==> config.mk <==
export PLATFORM = sky130hd
export DESIGN_NAME = stochastic_oscillator_k
export DESIGN_NICKNAME = d
export VERILOG_FILES = /design/src/hdl/sok_pkg.sv /design/src/hdl/sok_ram.sv /design/src/hdl/sok_ctrl.sv /design/src/hdl/sok_dp.sv /design/src/hdl/stochastic_oscillator_k.sv
export SDC_FILE = /design/constraint.sdc
export NUM_CORES = 2
export LEC_CHECK = 0
export BUFFER_PORTS_ARGS = -buffer_cell sky130_fd_sc_hd__buf_2
export CAP_MARGIN = 10
export CORE_ASPECT_RATIO = 2
export CORE_UTILIZATION = 50
export DETAILED_ROUTE_END_ITERATION = 10
export PLACE_DENSITY = 0.65
export RECOVER_POWER = 100
export SETUP_SLACK_MARGIN = 0.3
export SYNTH_ARGS = -nofsm -noshare
export SYNTH_HDL_FRONTEND = slang
export SYNTH_SLANG_ARGS = --single-unit
==> constraint.sdc <==
create_clock -name aclk -period 6.9 [get_ports aclk]
set_clock_uncertainty 0.05 [all_clocks]
set_input_delay 0.345 -clock aclk [delete_from_list [all_inputs] [get_ports aclk]]
set_output_delay 0.345 -clock aclk [all_outputs]
set_load 0.01 [all_outputs]
==> src/hdl/sok_pkg.sv <==
// Shared types and constants for the stochastic oscillator %K block.
// No dependencies; used by every module of the block except sok_ram.
package sok_pkg;

    localparam int PRICE_W   = 32;
    localparam int K_W       = 15;
    localparam int CFG_W     = 7;
    localparam int S_TDATA_W = 96;
    localparam int S_TUSER_W = 1;
    localparam int M_TDATA_W = 16;
    localparam int M_TUSER_W = 2;
    localparam int APB_AW    = 3;
    localparam int APB_DW    = 32;
    localparam int DIV_CNT_W = 4;

    localparam logic [K_W-1:0]       K_FULL_SCALE   = 15'd25600;
    localparam logic [CFG_W-1:0]     LOOKBACK_RESET = 7'd14;
    localparam logic [DIV_CNT_W-1:0] DIV_LAST       = 4'd14;

    // register word index (paddr[2])
    localparam logic REG_LOOKBACK = 1'b0;

    typedef enum logic [2:0] {
        ST_IDLE,
        ST_SCAN,
        ST_DRAIN,
        ST_CALC,
        ST_MUL,
        ST_DIV,
        ST_DONE
    } state_t;

    typedef struct packed {
        logic load;
        logic rd_en;
        logic calc;
        logic mul;
        logic div_step;
        logic out_load;
    } cmd_t;

    typedef struct packed {
        logic full;
        logic needs_div;
        logic out_free;
    } status_t;

endpackage

==> src/hdl/sok_ram.sv <==
// Generic single-write, single-read RAM with registered read data.
// No dependencies.
module sok_ram #(
    parameter int WIDTH = 32,
    parameter int DEPTH = 64
) (
    input  logic                     aclk,
    input  logic                     we,
    input  logic [$clog2(DEPTH)-1:0] waddr,
    input  logic [WIDTH-1:0]         wdata,
    input  logic                     re,
    input  logic [$clog2(DEPTH)-1:0] raddr,
    output logic [WIDTH-1:0]         rdata
);

    logic [WIDTH-1:0] mem [DEPTH];
    logic [WIDTH-1:0] rdata_reg;

    always_ff @(posedge aclk) begin
        if (we) begin
            mem[waddr] <= wdata;
        end
        if (re) begin
            rdata_reg <= mem[raddr];
        end
    end

    assign rdata = rdata_reg;

endmodule

==> src/hdl/sok_ctrl.sv <==
// Sequencer for the %K block: accept, window scan, clamp check, divide, output.
// Depends on sok_pkg.
module sok_ctrl #(
    parameter int MAX_PERIOD = 64
) (
    input  logic                             aclk,
    input  logic                             aresetn,
    input  logic                             s_tvalid,
    output logic                             s_tready,
    input  sok_pkg::status_t                 status,
    input  logic [$clog2(MAX_PERIOD+1)-1:0]  period,
    output sok_pkg::cmd_t                    cmd
);

    localparam int PW = $clog2(MAX_PERIOD + 1);

    sok_pkg::state_t                state_reg, state_next;
    logic [PW-1:0]                  scan_cnt_reg, scan_cnt_next;
    logic [sok_pkg::DIV_CNT_W-1:0]  div_cnt_reg, div_cnt_next;

    always_ff @(posedge aclk) begin
        if (!aresetn) begin
            state_reg    <= sok_pkg::ST_IDLE;
            scan_cnt_reg <= '0;
            div_cnt_reg  <= '0;
        end else begin
            state_reg    <= state_next;
            scan_cnt_reg <= scan_cnt_next;
            div_cnt_reg  <= div_cnt_next;
        end
    end

    always_comb begin
        state_next    = state_reg;
        scan_cnt_next = scan_cnt_reg;
        div_cnt_next  = div_cnt_reg;
        cmd           = '0;
        s_tready      = 1'b0;
        unique case (state_reg)
            sok_pkg::ST_IDLE: begin
                s_tready = 1'b1;
                if (s_tvalid) begin
                    cmd.load      = 1'b1;
                    scan_cnt_next = '0;
                    state_next    = sok_pkg::ST_SCAN;
                end
            end
            sok_pkg::ST_SCAN: begin
                if (!status.full) begin
                    state_next = sok_pkg::ST_DONE;
                end else begin
                    cmd.rd_en     = 1'b1;
                    scan_cnt_next = scan_cnt_reg + PW'(1);
                    if (scan_cnt_reg == period - PW'(1)) begin
                        state_next = sok_pkg::ST_DRAIN;
                    end
                end
            end
            sok_pkg::ST_DRAIN: begin
                state_next = sok_pkg::ST_CALC;
            end
            sok_pkg::ST_CALC: begin
                cmd.calc   = 1'b1;
                state_next = status.needs_div ? sok_pkg::ST_MUL : sok_pkg::ST_DONE;
            end
            sok_pkg::ST_MUL: begin
                cmd.mul      = 1'b1;
                div_cnt_next = '0;
                state_next   = sok_pkg::ST_DIV;
            end
            sok_pkg::ST_DIV: begin
                cmd.div_step = 1'b1;
                div_cnt_next = div_cnt_reg + sok_pkg::DIV_CNT_W'(1);
                if (div_cnt_reg == sok_pkg::DIV_LAST) begin
                    state_next = sok_pkg::ST_DONE;
                end
            end
            sok_pkg::ST_DONE: begin
                if (status.out_free) begin
                    cmd.out_load = 1'b1;
                    state_next   = sok_pkg::ST_IDLE;
                end
            end
            default: begin
                state_next = sok_pkg::ST_IDLE;
            end
        endcase
    end

endmodule

==> src/hdl/sok_dp.sv <==
// Datapath for the %K block: high/low rings, min/max scan, clamp, multiply,
// restoring divider and output register. Depends on sok_pkg and sok_ram.
module sok_dp #(
    parameter int MAX_PERIOD = 64
) (
    input  logic                                aclk,
    input  logic                                aresetn,
    input  sok_pkg::cmd_t                       cmd,
    input  logic [sok_pkg::CFG_W-1:0]           lookback,
    input  logic [sok_pkg::S_TDATA_W-1:0]       s_tdata,
    input  logic [sok_pkg::S_TUSER_W-1:0]       s_tuser,
    input  logic                                m_tready,
    output sok_pkg::status_t                    status,
    output logic [$clog2(MAX_PERIOD+1)-1:0]     period,
    output logic                                m_tvalid,
    output logic [sok_pkg::M_TDATA_W-1:0]       m_tdata,
    output logic [sok_pkg::M_TUSER_W-1:0]       m_tuser
);

    localparam int AW  = $clog2(MAX_PERIOD);
    localparam int PW  = $clog2(MAX_PERIOD + 1);
    localparam int CW  = (PW > sok_pkg::CFG_W) ? PW : sok_pkg::CFG_W;
    localparam int PRW = sok_pkg::PRICE_W;
    localparam int KW  = sok_pkg::K_W;
    localparam int MW  = PRW + KW;

    logic [PRW-1:0] in_high, in_low, in_close;
    logic           in_first;

    assign in_high  = s_tdata[PRW-1:0];
    assign in_low   = s_tdata[2*PRW-1:PRW];
    assign in_close = s_tdata[3*PRW-1:2*PRW];
    assign in_first = s_tuser[0];

    // effective window length
    logic [CW-1:0] lb_ext;
    assign lb_ext = CW'(lookback);
    always_comb begin
        if (lb_ext == '0) begin
            period = PW'(1);
        end else if (lb_ext > CW'(MAX_PERIOD)) begin
            period = PW'(MAX_PERIOD);
        end else begin
            period = PW'(lb_ext);
        end
    end

    logic [AW-1:0]  write_slot_reg, write_slot_next;
    logic [PW-1:0]  bars_seen_reg, bars_seen_next;
    logic [AW-1:0]  newest;
    logic [PW-1:0]  bars_base;
    logic           full_reg;
    logic [AW-1:0]  rd_addr_reg;
    logic           rd_vld_reg;
    logic [PRW-1:0] close_reg, hmax_reg, lmin_reg;
    logic [PRW-1:0] num_reg, den_reg, rem_reg;
    logic [KW-1:0]  quo_reg, res_k_reg;
    logic           res_valid_reg, res_flat_reg, use_div_reg;
    logic           out_valid_reg, out_rv_reg, out_flat_reg;
    logic [KW-1:0]  out_k_reg;
    logic [PRW-1:0] high_rd, low_rd;

    assign newest          = in_first ? '0 : write_slot_reg;
    assign write_slot_next = (newest == AW'(MAX_PERIOD - 1)) ? '0 : newest + AW'(1);
    assign bars_base       = in_first ? '0 : bars_seen_reg;
    assign bars_seen_next  = (bars_base < PW'(MAX_PERIOD)) ? bars_base + PW'(1) : bars_base;

    sok_ram #(.WIDTH(PRW), .DEPTH(MAX_PERIOD)) u_high_ram (
        .aclk  (aclk),
        .we    (cmd.load),
        .waddr (newest),
        .wdata (in_high),
        .re    (cmd.rd_en),
        .raddr (rd_addr_reg),
        .rdata (high_rd)
    );

    sok_ram #(.WIDTH(PRW), .DEPTH(MAX_PERIOD)) u_low_ram (
        .aclk  (aclk),
        .we    (cmd.load),
        .waddr (newest),
        .wdata (in_low),
        .re    (cmd.rd_en),
        .raddr (rd_addr_reg),
        .rdata (low_rd)
    );

    logic flat, clamp_lo, clamp_hi;
    assign flat     = hmax_reg <= lmin_reg;
    assign clamp_lo = close_reg <= lmin_reg;
    assign clamp_hi = close_reg >= hmax_reg;

    logic [MW-1:0]  prod;
    logic [PRW:0]   trial;
    logic           trial_ge;
    logic [PRW:0]   trial_sub;

    assign prod      = MW'(num_reg) * MW'(sok_pkg::K_FULL_SCALE);
    assign trial     = {rem_reg, quo_reg[KW-1]};
    assign trial_ge  = trial >= {1'b0, den_reg};
    assign trial_sub = trial - {1'b0, den_reg};

    // control state
    always_ff @(posedge aclk) begin
        if (!aresetn) begin
            write_slot_reg <= '0;
            bars_seen_reg  <= '0;
            full_reg       <= 1'b0;
            rd_vld_reg     <= 1'b0;
            out_valid_reg  <= 1'b0;
        end else begin
            rd_vld_reg <= cmd.rd_en;
            if (cmd.load) begin
                write_slot_reg <= write_slot_next;
                bars_seen_reg  <= bars_seen_next;
                full_reg       <= bars_seen_next >= period;
            end
            if (cmd.out_load) begin
                out_valid_reg <= 1'b1;
            end else if (m_tready) begin
                out_valid_reg <= 1'b0;
            end
        end
    end

    // payload
    always_ff @(posedge aclk) begin
        if (cmd.load) begin
            close_reg     <= in_close;
            rd_addr_reg   <= newest;
            hmax_reg      <= '0;
            lmin_reg      <= '1;
            res_valid_reg <= 1'b0;
            res_flat_reg  <= 1'b0;
            res_k_reg     <= '0;
            use_div_reg   <= 1'b0;
        end else begin
            if (cmd.rd_en) begin
                rd_addr_reg <= (rd_addr_reg == '0) ? AW'(MAX_PERIOD - 1)
                                                   : rd_addr_reg - AW'(1);
            end
            if (rd_vld_reg) begin
                if (high_rd > hmax_reg) begin
                    hmax_reg <= high_rd;
                end
                if (low_rd < lmin_reg) begin
                    lmin_reg <= low_rd;
                end
            end
            if (cmd.calc) begin
                res_valid_reg <= 1'b1;
                res_flat_reg  <= flat;
                res_k_reg     <= (flat || clamp_lo) ? '0 : sok_pkg::K_FULL_SCALE;
                use_div_reg   <= !flat && !clamp_lo && !clamp_hi;
                num_reg       <= close_reg - lmin_reg;
                den_reg       <= hmax_reg - lmin_reg;
            end
        end
        if (cmd.mul) begin
            rem_reg <= prod[MW-1:KW];
            quo_reg <= prod[KW-1:0];
        end else if (cmd.div_step) begin
            rem_reg <= trial_ge ? trial_sub[PRW-1:0] : trial[PRW-1:0];
            quo_reg <= {quo_reg[KW-2:0], trial_ge};
        end
        if (cmd.out_load) begin
            out_k_reg    <= use_div_reg ? quo_reg : res_k_reg;
            out_rv_reg   <= res_valid_reg;
            out_flat_reg <= res_flat_reg;
        end
    end

    assign status.full      = full_reg;
    assign status.needs_div = !flat && !clamp_lo && !clamp_hi;
    assign status.out_free  = !out_valid_reg || m_tready;

    assign m_tvalid = out_valid_reg;
    assign m_tdata  = sok_pkg::M_TDATA_W'(out_k_reg);
    assign m_tuser  = {out_flat_reg, out_rv_reg};

endmodule

==> src/hdl/stochastic_oscillator_k.sv <==
// Fast stochastic %K: one bar in, one result out; a new bar is accepted only after the
// last result is loaded. A filling window skips the scan, a flat or clamped one skips
// the 15-step restoring divider. The window scan reads one high/low ring entry per
// cycle. Results wait for a free output register and are held there until taken.
// Synchronous active-low reset clears control, the slot pointer, the bar count and
// sets lookback_period to 14; the rings are not cleared.
module stochastic_oscillator_k #(
    parameter int MAX_PERIOD = 64
) (
    input  logic                              aclk,
    input  logic                              aresetn,
    // APB configuration
    input  logic                              psel,
    input  logic                              penable,
    input  logic                              pwrite,
    input  logic [sok_pkg::APB_AW-1:0]        paddr,
    input  logic [sok_pkg::APB_DW-1:0]        pwdata,
    output logic [sok_pkg::APB_DW-1:0]        prdata,
    output logic                              pready,
    // bar input
    input  logic                              s_tvalid,
    output logic                              s_tready,
    input  logic [sok_pkg::S_TDATA_W-1:0]     s_tdata,  // high_price, low_price, close_price
    input  logic [sok_pkg::S_TUSER_W-1:0]     s_tuser,  // first_sample
    // result output
    output logic                              m_tvalid,
    input  logic                              m_tready,
    output logic [sok_pkg::M_TDATA_W-1:0]     m_tdata,  // percent_k, pad
    output logic [sok_pkg::M_TUSER_W-1:0]     m_tuser   // result_valid, flat_range
);

    localparam int PW = $clog2(MAX_PERIOD + 1);

    logic [sok_pkg::CFG_W-1:0] lookback_reg;
    sok_pkg::cmd_t             cmd;
    sok_pkg::status_t          status;
    logic [PW-1:0]             period;

    always_ff @(posedge aclk) begin
        if (!aresetn) begin
            lookback_reg <= sok_pkg::LOOKBACK_RESET;
        end else if (psel && penable && pwrite && pready
                     && paddr[2] == sok_pkg::REG_LOOKBACK) begin
            lookback_reg <= pwdata[sok_pkg::CFG_W-1:0];
        end
    end

    assign pready = 1'b1;
    assign prdata = (paddr[2] == sok_pkg::REG_LOOKBACK)
                  ? sok_pkg::APB_DW'(lookback_reg) : '0;

    sok_ctrl #(.MAX_PERIOD(MAX_PERIOD)) u_ctrl (
        .aclk     (aclk),
        .aresetn  (aresetn),
        .s_tvalid (s_tvalid),
        .s_tready (s_tready),
        .status   (status),
        .period   (period),
        .cmd      (cmd)
    );

    sok_dp #(.MAX_PERIOD(MAX_PERIOD)) u_dp (
        .aclk     (aclk),
        .aresetn  (aresetn),
        .cmd      (cmd),
        .lookback (lookback_reg),
        .s_tdata  (s_tdata),
        .s_tuser  (s_tuser),
        .m_tready (m_tready),
        .status   (status),
        .period   (period),
        .m_tvalid (m_tvalid),
        .m_tdata  (m_tdata),
        .m_tuser  (m_tuser)
    );

endmodule

# Yosys cells after proc, flatten, opt, wreduce, memory -nomap -nowiden
# Memories as Yosys holds them, arrays and structs flattened. A register that Yosys moved wholly into a read port is not among the register bits.
# Index checks and enable logic that the tools add are counted.
[totals] n_memories=2 input_bits=139 output_inout_bits=53 regBits=285 wordCells=128 ramBits=4096
[op_classes] bitwise_logic=2 mux=42 reduce_logical=24 n_lt_le_gt_ge=9 n_eq_ne=14 addsub=9 mul=1
[memory_table] memory="u_dp.u_high_ram.mem" words=64 word_bits=32 rd=1 rd_ports_with_merged_regs=1 write_ports=1 line_no="sok_ram.sv:16" text="logic [WIDTH-1:0] mem [DEPTH];"
[memory_table] memory="u_dp.u_low_ram.mem" words=64 word_bits=32 rd=1 rd_ports_with_merged_regs=1 write_ports=1 line_no="sok_ram.sv:16"
[ops] cell="$mux W32" n=3
[ops] cell="$sub A32 B32 Y32" n=3
[ops] cell="$le A32 B32 Y1" n=2
[ops] cell="$mux W15" n=4
[ops] cell="$mux W7" n=7
[ops] cell="$mul A32 B5 Y37 const B" n=1
[ops] cell="$ge A33 B32 Y1" n=1
[ops] cell="$ge A32 B32 Y1" n=1
[ops] cell="$gt A32 B32 Y1" n=1
[ops] cell="$lt A32 B32 Y1" n=1
[ops] cell="$mux W6" n=5
[ops] cell="$pmux W3 S7" n=1
[ops] cell="$mux W3" n=5
[ops] cell="$add A7 B1 Y7 const B" n=2
[ops] cell="$mux W1" n=14
[ops] cell="$pmux W7 S2" n=1
[ops] cell="$reduce_bool A2 Y1" n=5
[ops] cell="$eq A3 B3 Y1 const B" n=3
[ops] cell="$pmux W4 S2" n=1
[ops] cell="$eq A7 B7 Y1" n=1
[ops] cell="$ge A7 B7 Y1" n=1
[ops] cell="$gt A7 B7 Y1 const B" n=1
[ops] cell="$logic_not A7 Y1" n=1
[ops] cell="$lt A7 B7 Y1 const B" n=1
[ops] cell="21 further kinds" n=35

# Depth between registers and ports, before layout
[depth] depth_word=8 depth_mapped=16 depth_no_buf=15

# Cells and area by module
# A second synthesis with hierarchy kept.
[unflattened] hier_cells=9052 area_unflattened_um2=179530.9
[modules_own_cells] mod="sok_ram" instances=2 cells_each=3324 area_each_um2=78835.6 seq_area_each_um2=62459.9
[modules_own_cells] mod="sok_dp" instances=1 cells_each=2220 area_each_um2=20318.2 seq_area_each_um2=6566.3
[modules_own_cells] mod="sok_ctrl" instances=1 cells_each=118 area_each_um2=974.7 seq_area_each_um2=280.3
[modules_own_cells] mod="stochastic_oscillator_k" instances=1 cells_each=66 area_each_um2=566.8 seq_area_each_um2=140.1

# Worst setup path after synthesis
# Ideal clock, no wire load.
[synth_timing] path_kind="register to register" start="register u_ctrl.state_reg[0]" end="memory u_dp.u_high_ram.mem[37][0], enable pin" n_path_buf=2 path_slack_ns=1.935 required_time_ns=6.363 synth_period_minus_slack_ns=4.965 arrival_ns=4.428 path_stages_with_launch=8 setup_ns=0.487 path_cell_list="dfxtp_1 > clkbuf_1 > nor3_1 > nand2_1 > clkinv_1 > clkbuf_1 > nand3_1 > nor2_1"
[synth_via] elab_chain_cells=4
[synth_rtl] item="start: declaration" line_no="sok_ctrl.sv:17" text="sok_pkg::state_t state_reg, state_next;"
[synth_rtl] item="start signal: assignment" line_no="sok_ctrl.sv:23" text="state_reg <= sok_pkg::ST_IDLE;"
[synth_rtl] item="start signal: assignment" line_no="sok_ctrl.sv:27" text="state_reg <= state_next;"
[synth_rtl] item="$logic_not A3 Y1" line_no="sok_ctrl.sv:39" text="unique case (state_reg)"
[synth_rtl] item="$mux W1" line_no="sok_ctrl.sv:39"
[synth_rtl] item="$mux W1" line_no="sok_ram.sv:20" text="if (we) begin"
[synth_rtl] item="$mux W1 (implied by the code)" line_no="sok_ram.sv:21" text="mem[waddr] <= wdata;"
[synth_rtl] item="end: declaration" line_no="sok_ram.sv:16"
# Every way passes these cells.

# Worst setup path in the final report
[layout_timing] start="register u_ctrl.state_reg[0]" end="memory u_dp.u_high_ram.mem[35][23], enable pin"
# Same word-level chain as after synthesis.

==> flow_metrics.tcl <==
set metrics [dict create \
    rsz0062_at_grt "no" \
    avgSynthCellArea_sq_um 21.4 \
    slew_headroom_pct -145 \
    fin_crit_sh_pct 91.5 \
    ios 192 \
    arrival_ps 6780 \
    viasPerCell 6.46 \
    multi_input_comb_area_sq_um 44100 \
    path_class "flop to flop" \
    cts_resized 0 \
    hold_violations 0 \
    portBuffers 137 \
    wire_per_inst_um 36.2 \
    nFillCells 26200 \
    clock_latency_ps 940 \
    end_kind "flop" \
    fmax_mhz 158 \
    clk_pin_slew_ps 70 \
    cts.htree.levels 5 \
    cts_sinks 4431 \
    synthCells 8359 \
    pre_cts_slack_ps 1380 \
    leakagePower_uw 0.0632 \
    worstMarginPinSlew_ps 3680 \
    synth_area_sq_um 179000 \
    ir_worst_vdd_mv 0.230 \
    finalSetupViolCount 0 \
    vias 88800 \
    clockRootBuffer "clkbuf_16" \
    final_nets 9244 \
    hold_class "input port to flop" \
    track_usage_pct 27.7 \
    violations "capacitance limit, slew limit" \
    synthArstFlopShare_pct 0 \
    antenna_found_initial 41 \
    gp_congestion 0.929 \
    row_count 310 \
    seq_area_frac_synth_pct 73.9 \
    postCtsSetupBuffers 0 \
    wl_um 499000 \
    outcome "complete, but fails checks" \
    grt_pass1_wl_um 691000 \
    drtPass1Iterations 6 \
    worst_ep_required_time_ps 7370 \
    postLayoutSetupSlackWorst_ps 589 \
    initial_core_util_pct 50.2 \
    ys_seq_elements 4431 \
    hold_buffers 57 \
    coreArea_sq_um 356000 \
    powerDensity_nw_per_um2 321 \
    drtIter0Drc 10100 \
    fp.dieH_um 847 \
    regArea_sq_um 132000 \
    cts_made_buffers 368 \
    synth_cell_types 91 \
    clk_path_buf_depth 4 \
    grt.overflow.total 0 \
    dp_hpwl_um 284000 \
    drv_slew 7774 \
    die_area_sq_um 360000 \
    drive_above_1_share_pct 23.5 \
    die_w_um 425 \
    largestRegisters "u_dp.u_high_ram.mem (2048), u_dp.u_low_ram.mem (2048)" \
    grt_pass1_vias 90900 \
    detail-route-antenna-nets 0 \
    drc 0 \
    syn_to_final_growth_pct 10.8 \
    path_max_fanout 28 \
    maxCapViolations 185 \
    fin_tns_setup_ps 0 \
    start_kind "flop" \
    yosysWarnings 0 \
    fin_crit_ps 6310 \
    synth_edf_count 4316 \
    tritoncts "done" \
    grt_max_degree 123 \
    synth_ff_type "edfxtp_1" \
]
[Yosys cell counts (13+ instances only)]
library cell  instances  area share, %
mux2i_1              18           0.10
nor3_1               39           0.11
a211oi_1             21          0.088
buf_1                21          0.044
nand2_1             204           0.43
or3_1                14          0.049
o21ai_0             156           0.44
a21boi_0             13          0.055
a21o_1               77           0.32
clkbuf_1            245           0.51
fa_1                 30           0.34
and3_1               13          0.046
nor2_1              195           0.41
nand2b_1             38           0.13
dfxtp_1             115            1.3
buf_2               113           0.32
xor2_1               37           0.18
edfxtp_1           4316             73
o21bai_1             14          0.059
o21a_1               24           0.10
a31oi_1              29           0.10
and2_1               22          0.077
a22oi_1              20          0.084
o211ai_1             22          0.092
nand4_1              31           0.11
nor2b_1              53           0.19
a21oi_1             211           0.59
ha_1                306            2.1
buf_4                30           0.13
nand3_1              94           0.26
inv_1               261           0.55
xnor2_1              70           0.34
mux4_2             1339             17
[cell type report]
cell class / instances / share of cell area [%]
Sequential cell: 4431 / 66.7
Antenna cell: 21 / 0.0266
Tap cell: 4680 / 2.96
Clock buffer: 451 / 4.95
Inverter: 263 / 0.500
Timing Repair Buffer: 427 / 1.50
Multi-Input combinational cell: 3278 / 22.3
Clock inverter: 208 / 1.08
[layout by cell type, fill, tap and decap left out, types with 18 or more instances in the layout]
cell type	n
o21ai_0	159
dfxtp_1	115
buf_4	56
nand2_1	204
o211ai_1	22
edfxtp_1	4316
mux4_2	1339
buf_2	34
xor2_1	37
clkbuf_16	380
clkbuf_2	57
dlygate4sd3_1	57
clkinv_2	74
a21o_1	77
nor3_1	39
a31oi_1	30
nor2b_1	53
nand4_1	31
mux2i_1	18
a211oi_1	21
nand2b_1	38
ha_1	306
conb_1	27
inv_1	259
o21a_1	24
clkbuf_1	246
bufinv_16	41
nor2_1	174
diode_2	21
buf_12	41
a21oi_1	212
nor2_4	19
xnor2_1	70
a22oi_1	20
nand3_1	94
clkinv_1	54
fa_1	30
[metrics by stage]
step	cell area, sq um	utilization [%]	hold WS (ps)	cells	total power (uW)
2_1_floorplan	179000	-	359	8384	38800
3_3_place_gp	187000	52.4	385	13000	42600
5_1_grt	198000	55.6	81.9	13700	65300
3_5_place_dp	187000	52.5	397	13000	42800
6_report	198000	55.6	80.0	13800	63500
4_1_cts	199000	56.0	5.04	13700	63800
[kinds of logic after synthesis]
family | share of synthesized area [%]
flip-flops | 73.9
buffers and inverters | 1.58
XOR/XNOR | 0.525
multiplexers | 17.0
other | 0.00421
AO/OA/AOI/OAI | 2.50
AND/OR/NAND/NOR | 2.02
adder cells (fa/ha/maj) | 2.48
[worst paths after layout]
| kind | start | end | slack [ps] | depth (start not counted) |
|---|---|---|---|---|
| worst max-delay path | u_ctrl.state_reg[0]$_SDFFE_PN0P_ | u_dp.u_high_ram.mem[35][23]$_DFFE_PP_ | 590 | 8 |
| worst min register to register | u_dp.quo_reg[6]$_SDFFE_PP0P_ | u_dp.quo_reg[6]$_SDFFE_PP0P_ | 400 | 2 |
| worst min-delay path | s_tdata[76] | u_dp.close_reg[12]$_DFFE_PP_ | 80 | 2 |
| worst max register to register | u_ctrl.state_reg[0]$_SDFFE_PN0P_ | u_dp.u_high_ram.mem[35][23]$_DFFE_PP_ | 590 | 8 |
[critical path: stages, from the launching register on]
cell,delay (ps)
dfxtp_1,300
clkbuf_1,530
nor3_1,460
nand2_1,640
clkinvlp_2,560
nand3_1,110
clkbuf_1,280
nor2_2,1700
clkbuf_1,1200
[power by group]
part	internal, uW	switching, uW	total, uW
Combinational	5390	6560	11900
Sequential	30100	219	30300
Clock	11700	9580	21200
[per-layer routing]
layer	routed length (um)	vias up	global-route usage [%]
li1	-	35600	-
met1	166000	48100	31.6
met2	270000	4058	50.6
met3	32900	1068	3.56
met4	29600	16	14.0
met5	114	-	0
Note: power is estimated with default switching activity, not from simulation.
